[src/hw/rtl/rpft_pkg.sv]
`default_nettype none
package rpft_pkg;

	localparam logic [1:0] VERDICT_FWD   = 2'd0;
	localparam logic [1:0] VERDICT_BAD   = 2'd1;
	localparam logic [1:0] VERDICT_STALE = 2'd2;
	localparam logic [1:0] VERDICT_POLL  = 2'd3;

	localparam logic [2:0] EV_REAR_CONFIRM = 3'd0;
	localparam logic [2:0] EV_REMOTE_SOS   = 3'd1;
	localparam logic [2:0] EV_PERSON       = 3'd2;
	localparam logic [2:0] EV_RADAR_CLEAR  = 3'd3;
	localparam logic [2:0] EV_RADAR_HEALTH = 3'd4;

	localparam logic KIND_PACKET = 1'b0;
	localparam logic KIND_POLL   = 1'b1;

	localparam logic [1:0] CFG_REMOTE_NODE_ID = 2'd0;
	localparam logic [1:0] CFG_HEALTHY_CODE   = 2'd1;
	localparam logic [1:0] CFG_SESSION_TMO    = 2'd2;

	localparam logic [7:0]  RST_REMOTE_NODE_ID = 8'd1;
	localparam logic [15:0] RST_HEALTHY_CODE   = 16'd1;
	localparam logic [31:0] RST_SESSION_TMO    = 32'd3000;

	localparam logic [14:0] SEQ_HALF_MAX = 15'h7fff;

	typedef struct packed {
		logic        kind;
		logic [31:0] now_time_ms;
		logic        frame_ok;
		logic [7:0]  node_id;
		logic [7:0]  flags_byte;
		logic [2:0]  event_code;
		logic [15:0] packet_value;
		logic [15:0] sequence_num;
	} rpft_in_t;

	typedef struct packed {
		logic [1:0]  verdict;
		logic [2:0]  event_kind;
		logic [15:0] out_sequence;
		logic [15:0] out_value;
		logic        radar_online;
		logic        radar_healthy;
		logic        person_seen;
		logic [15:0] distance_cm;
		logic [31:0] packet_age_ms;
	} rpft_out_t;

	typedef struct packed {
		logic [7:0]  remote_node_id;
		logic [15:0] healthy_code;
		logic [31:0] session_timeout_ms;
	} rpft_cfg_t;

endpackage
`default_nettype wire

[src/hw/rtl/rpft_core.sv]
`default_nettype none
module rpft_core (
	input  wire logic              clk,
	input  wire logic              arst_n,
	input  wire logic              fire,
	input  wire rpft_pkg::rpft_in_t  item,
	input  wire rpft_pkg::rpft_cfg_t cfg,
	output rpft_pkg::rpft_out_t      result
);
	import rpft_pkg::*;

	logic        session_valid_q;
	logic [15:0] last_seq_q;
	logic [31:0] last_time_q;
	logic        healthy_q;
	logic        person_q;
	logic [15:0] distance_q;

	logic        session_valid_d;
	logic [15:0] last_seq_d;
	logic [31:0] last_time_d;
	logic        healthy_d;
	logic        person_d;
	logic [15:0] distance_d;

	logic        value_ok;
	logic        is_radar;
	logic        fresh;
	logic [31:0] old_age;
	logic [15:0] seq_diff;
	logic [1:0]  verdict;
	logic [31:0] new_age;
	logic        online;

	always_comb begin
		unique case (item.event_code)
			EV_REAR_CONFIRM, EV_REMOTE_SOS: value_ok = (item.packet_value == 16'd1);
			EV_PERSON:                      value_ok = 1'b1;
			EV_RADAR_CLEAR:                 value_ok = (item.packet_value == 16'd0);
			EV_RADAR_HEALTH:                value_ok = (item.packet_value <= cfg.healthy_code);
			default:                        value_ok = 1'b0;
		endcase
	end

	assign is_radar = (item.event_code == EV_PERSON) || (item.event_code == EV_RADAR_CLEAR)
		|| (item.event_code == EV_RADAR_HEALTH);
	assign old_age  = item.now_time_ms - last_time_q;
	assign seq_diff = item.sequence_num - last_seq_q;
	assign fresh    = !session_valid_q || (old_age > cfg.session_timeout_ms)
		|| ((seq_diff != 16'd0) && (seq_diff <= {1'b0, SEQ_HALF_MAX}));

	always_comb begin
		session_valid_d = session_valid_q;
		last_seq_d      = last_seq_q;
		last_time_d     = last_time_q;
		healthy_d       = healthy_q;
		person_d        = person_q;
		distance_d      = distance_q;
		priority if (item.kind == KIND_POLL) begin
			verdict = VERDICT_POLL;
		end else if (!item.frame_ok || (item.node_id != cfg.remote_node_id)
				|| (item.flags_byte != 8'd0) || !value_ok) begin
			verdict = VERDICT_BAD;
		end else if (is_radar && !fresh) begin
			verdict = VERDICT_STALE;
		end else begin
			verdict = VERDICT_FWD;
			if (is_radar) begin
				session_valid_d = 1'b1;
				last_seq_d      = item.sequence_num;
				last_time_d     = item.now_time_ms;
				priority if (item.event_code == EV_PERSON) begin
					healthy_d  = 1'b1;
					person_d   = 1'b1;
					distance_d = item.packet_value;
				end else if (item.event_code == EV_RADAR_CLEAR) begin
					healthy_d  = 1'b1;
					person_d   = 1'b0;
					distance_d = 16'd0;
				end else begin
					healthy_d = (item.packet_value == cfg.healthy_code);
					if (item.packet_value != cfg.healthy_code) begin
						person_d   = 1'b0;
						distance_d = 16'd0;
					end
				end
			end
		end
	end

	assign new_age = session_valid_d ? (item.now_time_ms - last_time_d) : '1;
	assign online  = session_valid_d && (new_age <= cfg.session_timeout_ms);

	always_comb begin
		result.verdict       = verdict;
		result.event_kind    = (verdict == VERDICT_FWD) ? item.event_code : 3'd0;
		result.out_sequence  = (verdict == VERDICT_FWD) ? item.sequence_num : 16'd0;
		result.out_value     = (verdict == VERDICT_FWD) ? item.packet_value : 16'd0;
		result.radar_online  = online;
		result.radar_healthy = online && healthy_d;
		result.person_seen   = online && person_d;
		result.distance_cm   = online ? distance_d : 16'd0;
		result.packet_age_ms = new_age;
	end

	always_ff @(posedge clk or negedge arst_n) begin
		if (!arst_n) begin
			session_valid_q <= 1'b0;
			last_seq_q      <= 16'd0;
			last_time_q     <= 32'd0;
			healthy_q       <= 1'b0;
			person_q        <= 1'b0;
			distance_q      <= 16'd0;
		end else if (fire) begin
			session_valid_q <= session_valid_d;
			last_seq_q      <= last_seq_d;
			last_time_q     <= last_time_d;
			healthy_q       <= healthy_d;
			person_q        <= person_d;
			distance_q      <= distance_d;
		end
	end

endmodule
`default_nettype wire

[src/hw/rtl/radar_packet_filter_tracker.sv]
`default_nettype none
// Radar packet filter and status tracker. Each input beat (packet or status poll)
// yields exactly one result beat, in order. An input beat is captured in an input
// register, evaluated combinationally against the tracker state and written to the
// result register once that register is free or being taken, so a new beat is taken
// every cycle unless the block stalls. It stalls only when both the input and the
// result register are full and the result is not being taken.
// Configuration writes are taken at any time (cfg_ready is always high) and should
// only be issued while no beat is in flight; index 3 is ignored.
module radar_packet_filter_tracker (
	input  wire logic               clk,
	input  wire logic               arst_n,
	input  wire logic               in_valid,
	output logic                    in_ready,
	input  wire rpft_pkg::rpft_in_t in_data,
	output logic                    out_valid,
	input  wire logic               out_ready,
	output rpft_pkg::rpft_out_t     out_data,
	input  wire logic               cfg_valid,
	output logic                    cfg_ready,
	input  wire logic [1:0]         cfg_index,
	input  wire logic [31:0]        cfg_data
);
	import rpft_pkg::*;

	rpft_cfg_t cfg_q;
	rpft_in_t  item_s1;
	logic      valid_s1;
	rpft_out_t result;
	logic      advance;
	logic      fire;

	assign cfg_ready = 1'b1;
	assign advance   = !out_valid || out_ready;
	assign in_ready  = !valid_s1 || advance;
	assign fire      = valid_s1 && advance;

	always_ff @(posedge clk or negedge arst_n) begin
		if (!arst_n) begin
			cfg_q.remote_node_id     <= RST_REMOTE_NODE_ID;
			cfg_q.healthy_code       <= RST_HEALTHY_CODE;
			cfg_q.session_timeout_ms <= RST_SESSION_TMO;
		end else if (cfg_valid) begin
			unique case (cfg_index)
				CFG_REMOTE_NODE_ID: cfg_q.remote_node_id     <= cfg_data[7:0];
				CFG_HEALTHY_CODE:   cfg_q.healthy_code       <= cfg_data[15:0];
				CFG_SESSION_TMO:    cfg_q.session_timeout_ms <= cfg_data;
				default: ;
			endcase
		end
	end

	always_ff @(posedge clk or negedge arst_n) begin
		if (!arst_n) begin
			valid_s1  <= 1'b0;
			out_valid <= 1'b0;
		end else begin
			if (in_ready)
				valid_s1 <= in_valid;
			if (advance)
				out_valid <= valid_s1;
		end
	end

	always_ff @(posedge clk) begin
		if (in_valid && in_ready)
			item_s1 <= in_data;
		if (fire)
			out_data <= result;
	end

	rpft_core u_core (
		.clk    (clk),
		.arst_n (arst_n),
		.fire   (fire),
		.item   (item_s1),
		.cfg    (cfg_q),
		.result (result)
	);

endmodule
`default_nettype wire

[config.mk]
export PLATFORM = sky130hd
export DESIGN_NAME = radar_packet_filter_tracker
export DESIGN_NICKNAME = d
export VERILOG_FILES = /design/src/hw/rtl/rpft_pkg.sv /design/src/hw/rtl/rpft_core.sv /design/src/hw/rtl/radar_packet_filter_tracker.sv
export SDC_FILE = /design/constraint.sdc
export NUM_CORES = 1
export LEC_CHECK = 0
export BUFFER_PORTS_ARGS = -buffer_cell sky130_fd_sc_hd__buf_2
export CORE_MARGIN = 2
export CORE_UTILIZATION = 45
export DETAILED_ROUTE_END_ITERATION = 6
export PLACE_DENSITY = 0.64
export SLEW_MARGIN = 20
export SYNTH_ARGS = -nofsm -noshare
export SYNTH_HDL_FRONTEND = slang
export SYNTH_SLANG_ARGS = --single-unit
[constraint.sdc]
create_clock -name clk -period 26 [get_ports clk]
set_input_delay 2.6 -clock clk [delete_from_list [all_inputs] [get_ports clk]]
set_output_delay 2.6 -clock clk [all_outputs]
set_load 0.03 [all_outputs]
==> reports/metrics.cfg <==
[setup_path]
max_stage_delay_ns = 0.70
required_ns = 26.30
rrSetupSlack_ns = 14.72
start_kind = register
critPathCaptureType = register
slowest_stage = o211a_4
arrival_ns = 11.58
worstReg2RegStart = item_s1[52]$_DFFE_PP_
r2r_end = out_data[45]$_SDFFCE_PN0P_
cp_max_fo = 67
cp-startpoint = item_s1[52]$_DFFE_PP_
critPathKind = reg2reg
ff2ff_path_depth = 42

[synthesis]
synth_edf_count = 173
synth_seq_cells = 298
synth_area_leaders = edfxtp_1 30%, dfrtp_1 17%, ha_1 11%
netlist_area_mm2 = 0.01738
syn-num-nets = 1903
synth.most_common_cell = edfxtp_1
synth_cell_types = 86
synth_largest_area_cell = edfxtp_1
async_flop_share_pct = 41.95
ys_seq_area_share_pct = 47.96
synthCells = 1619
synth_ff_type = edfxtp_1
synth.top_cell.area_share_pct = 29.89
yosys_warnings = 0
syn_area_per_cell_um2 = 10.73
synth_common_cells = 173 x edfxtp_1, 157 x ha_1, 118 x inv_1

[timing]
fin_crit_sh_pct = 43.40
setup_tns_ns = 0
slew_headroom_pct = 20.56
slew_violations = 0
timing.final.crit_period_ns = 11.28
rsz0062_at_grt = no
fin_skew_ns = 0.02457
fmax_mhz = 88.62
finalSetupViolations = 0
worst_pin_slew_ns = 1.184
timing.final.hold_violations = 0

[placement]
globalplace.congestion = 0.9027
post-place-cells = 2298
dp_hpwl_um = 33480
port_buffers = 213

[cts]
cts-buffers-inserted = 36
worstSkewPairLatency_ns = 0.56
clock-sinks = 298
post_cts_resized = 0
hold_buffers = 0
clk_path_buf_depth = 3
htreeDepth = 2
post_cts_buffers = 0
cts-root-buf = clkbuf_16
cts_tree = built
cts.clk_slew.worst_paths_ns = 0.06

[route]
via_per_inst = 5.543
wl_um = 45290
wl_per_cell_um = 19.13
route.detailed.drc = 0
postRouteAntennaNets = 0
first_iter_violations = 809
dr.pass1.iters = 5
num_vias = 13130

[worst_hold_path]
min_path_cells = 1
hold_path.class = reg2reg
hold_start = u_core.session_valid_q$_DFFE_PN0P_
hold_path_end = u_core.session_valid_q$_DFFE_PN0P_

[grt]
antenna_found_initial = 7
grt_max_degree = 78
overflow = 0
grt_pass1_vias = 13060
grt_use_total_pct = 22.50
grt_first_pass_wirelength_um = 71680

[power_and_ir_drop]
ir_drop_mv = 0.05888
p_leak_nw = 8.635
powerDensity_mw_per_mm2 = 61.81

[floorplan]
die_y_um = 200.5
start_util_pct = 45.92
num_rows = 71
die_area_mm2 = 0.04021
ioPinCount = 215
core_region_area_mm2 = 0.03784
fp.dieW_um = 200.5

[layout]
layout-drive-gt1-share_pct = 20.36
fill_cells = 3455
nets = 2109
syn_to_final_growth_pct = 15.58
instances_no_fill = 2368
regArea_mm2 = 0.008334
multi_input_area_mm2 = 0.008333

[job]
drv_cap = 0

[status]
outcome = finished clean

registers in the layout (all words and copies together) (netlist names):
signal	flops
cfg_q	56
item_s1	85
u_core.last_time_q	32
u_core.session_valid_q	1
u_core.last_seq_q	16
u_core.healthy_q	1
u_core.distance_q	16
out_data	88
out_valid	1
u_core.person_q	1
valid_s1	1
critical path: cells and delay by family, from the launching register on:
kind                       cells  cell delay, ns
xor gates and xnor gates       1            0.16
muxes                          1            0.29
AOI/OAI and AO/OA             20            5.80
and+or+nand+nor               11            2.53
buffers and inverters          3            0.20
DFF                            1            0.40
adders and majority gates      6            1.63
report_power, final:
group	switching (mW)	total, mW	internal (mW)
logic	0.108	0.179	0.0719
clock network	0.203	0.504	0.301
registers	0.0202	0.558	0.538
total	0.331	1.24	0.911
cell usage in the layout (no fill, tap or decap), types with 23 or more instances in the layout:
cell type and instances:
a22o_1 35, clkbuf_16 36, buf_2 212, a21oi_1 117
o21ai_1 23, mux2_2 57, nand4_1 26, a21o_1 31
dfrtp_1 116, nor2_1 98, edfxtp_1 173, xnor2_1 37
o21ai_0 89, ha_1 157, nand3_1 72, and2_1 38
nand2_1 77, inv_1 118
logic make-up (layout without fill, tap and decap cells):
group | count (synthesis) | in the layout | synth area share [%]
mux | 64 | 64 | 4.212
other cells | 1 | 6 | 0.02158
flops | 298 | 298 | 47.96
fa+ha+maj | 160 | 160 | 11.65
simple gates | 437 | 437 | 12.94
compound gates | 429 | 429 | 16.07
buf+inv | 172 | 405 | 4.226
xor+xnor | 58 | 58 | 2.923
layout make-up:
class | count | share of cell area [%]
clock buffer | 47 | 4.940
inverter | 118 | 2.205
clock inverter | 18 | 0.9531
antenna | 5 | 0.06229
tap | 511 | 3.183
multi-input combinational | 1149 | 41.49
timing repair buffer | 222 | 5.675
sequential | 298 | 41.49
worst max path at each step:
stage | cells after the start | to | slack, ns
6_report | 42 | out_data[45]$_SDFFCE_PN0P_ | 14.72
5_1_grt | 42 | out_data[45]$_SDFFCE_PN0P_ | 13.85
4_1_cts | 42 | out_data[45]$_SDFFCE_PN0P_ | 14.88
3_5_place_dp | 43 | out_data[45]$_SDFFCE_PN0P_ | 15.02
3_3_place_gp | 42 | out_data[42]$_SDFFCE_PN0P_ | 15.30
2_1_floorplan | 46 | out_data[37]$_SDFFCE_PN0P_ | 16.86
routing by layer:
layer | global-route usage, % | wire [µm] | vias up
li1 | - | - | 6411
met1 | 30.61 | 20800 | 6338
met4 | 7.381 | 1223 | 2
met3 | 4.286 | 2237 | 77
met5 | 0 | 11 | -
met2 | 36.31 | 21030 | 297
stage by stage:
stage               hold slack [ns]  setup slack [ns]  util [%]  total power, mW  cell area, µm²
finish                       0.4786             14.72     53.07            1.242           20090
global route                 0.5024             13.85     53.06            1.300           20080
CTS                          0.4805             14.88     53.04            1.254           20070
detailed placement           0.4681             15.02     49.91           0.7467           18890
global placement             0.4612             15.30     49.90           0.7421           18880
floorplan                    0.4490             16.86         -           0.6841           17380
Note: power is estimated with default switching activity, not from simulation.
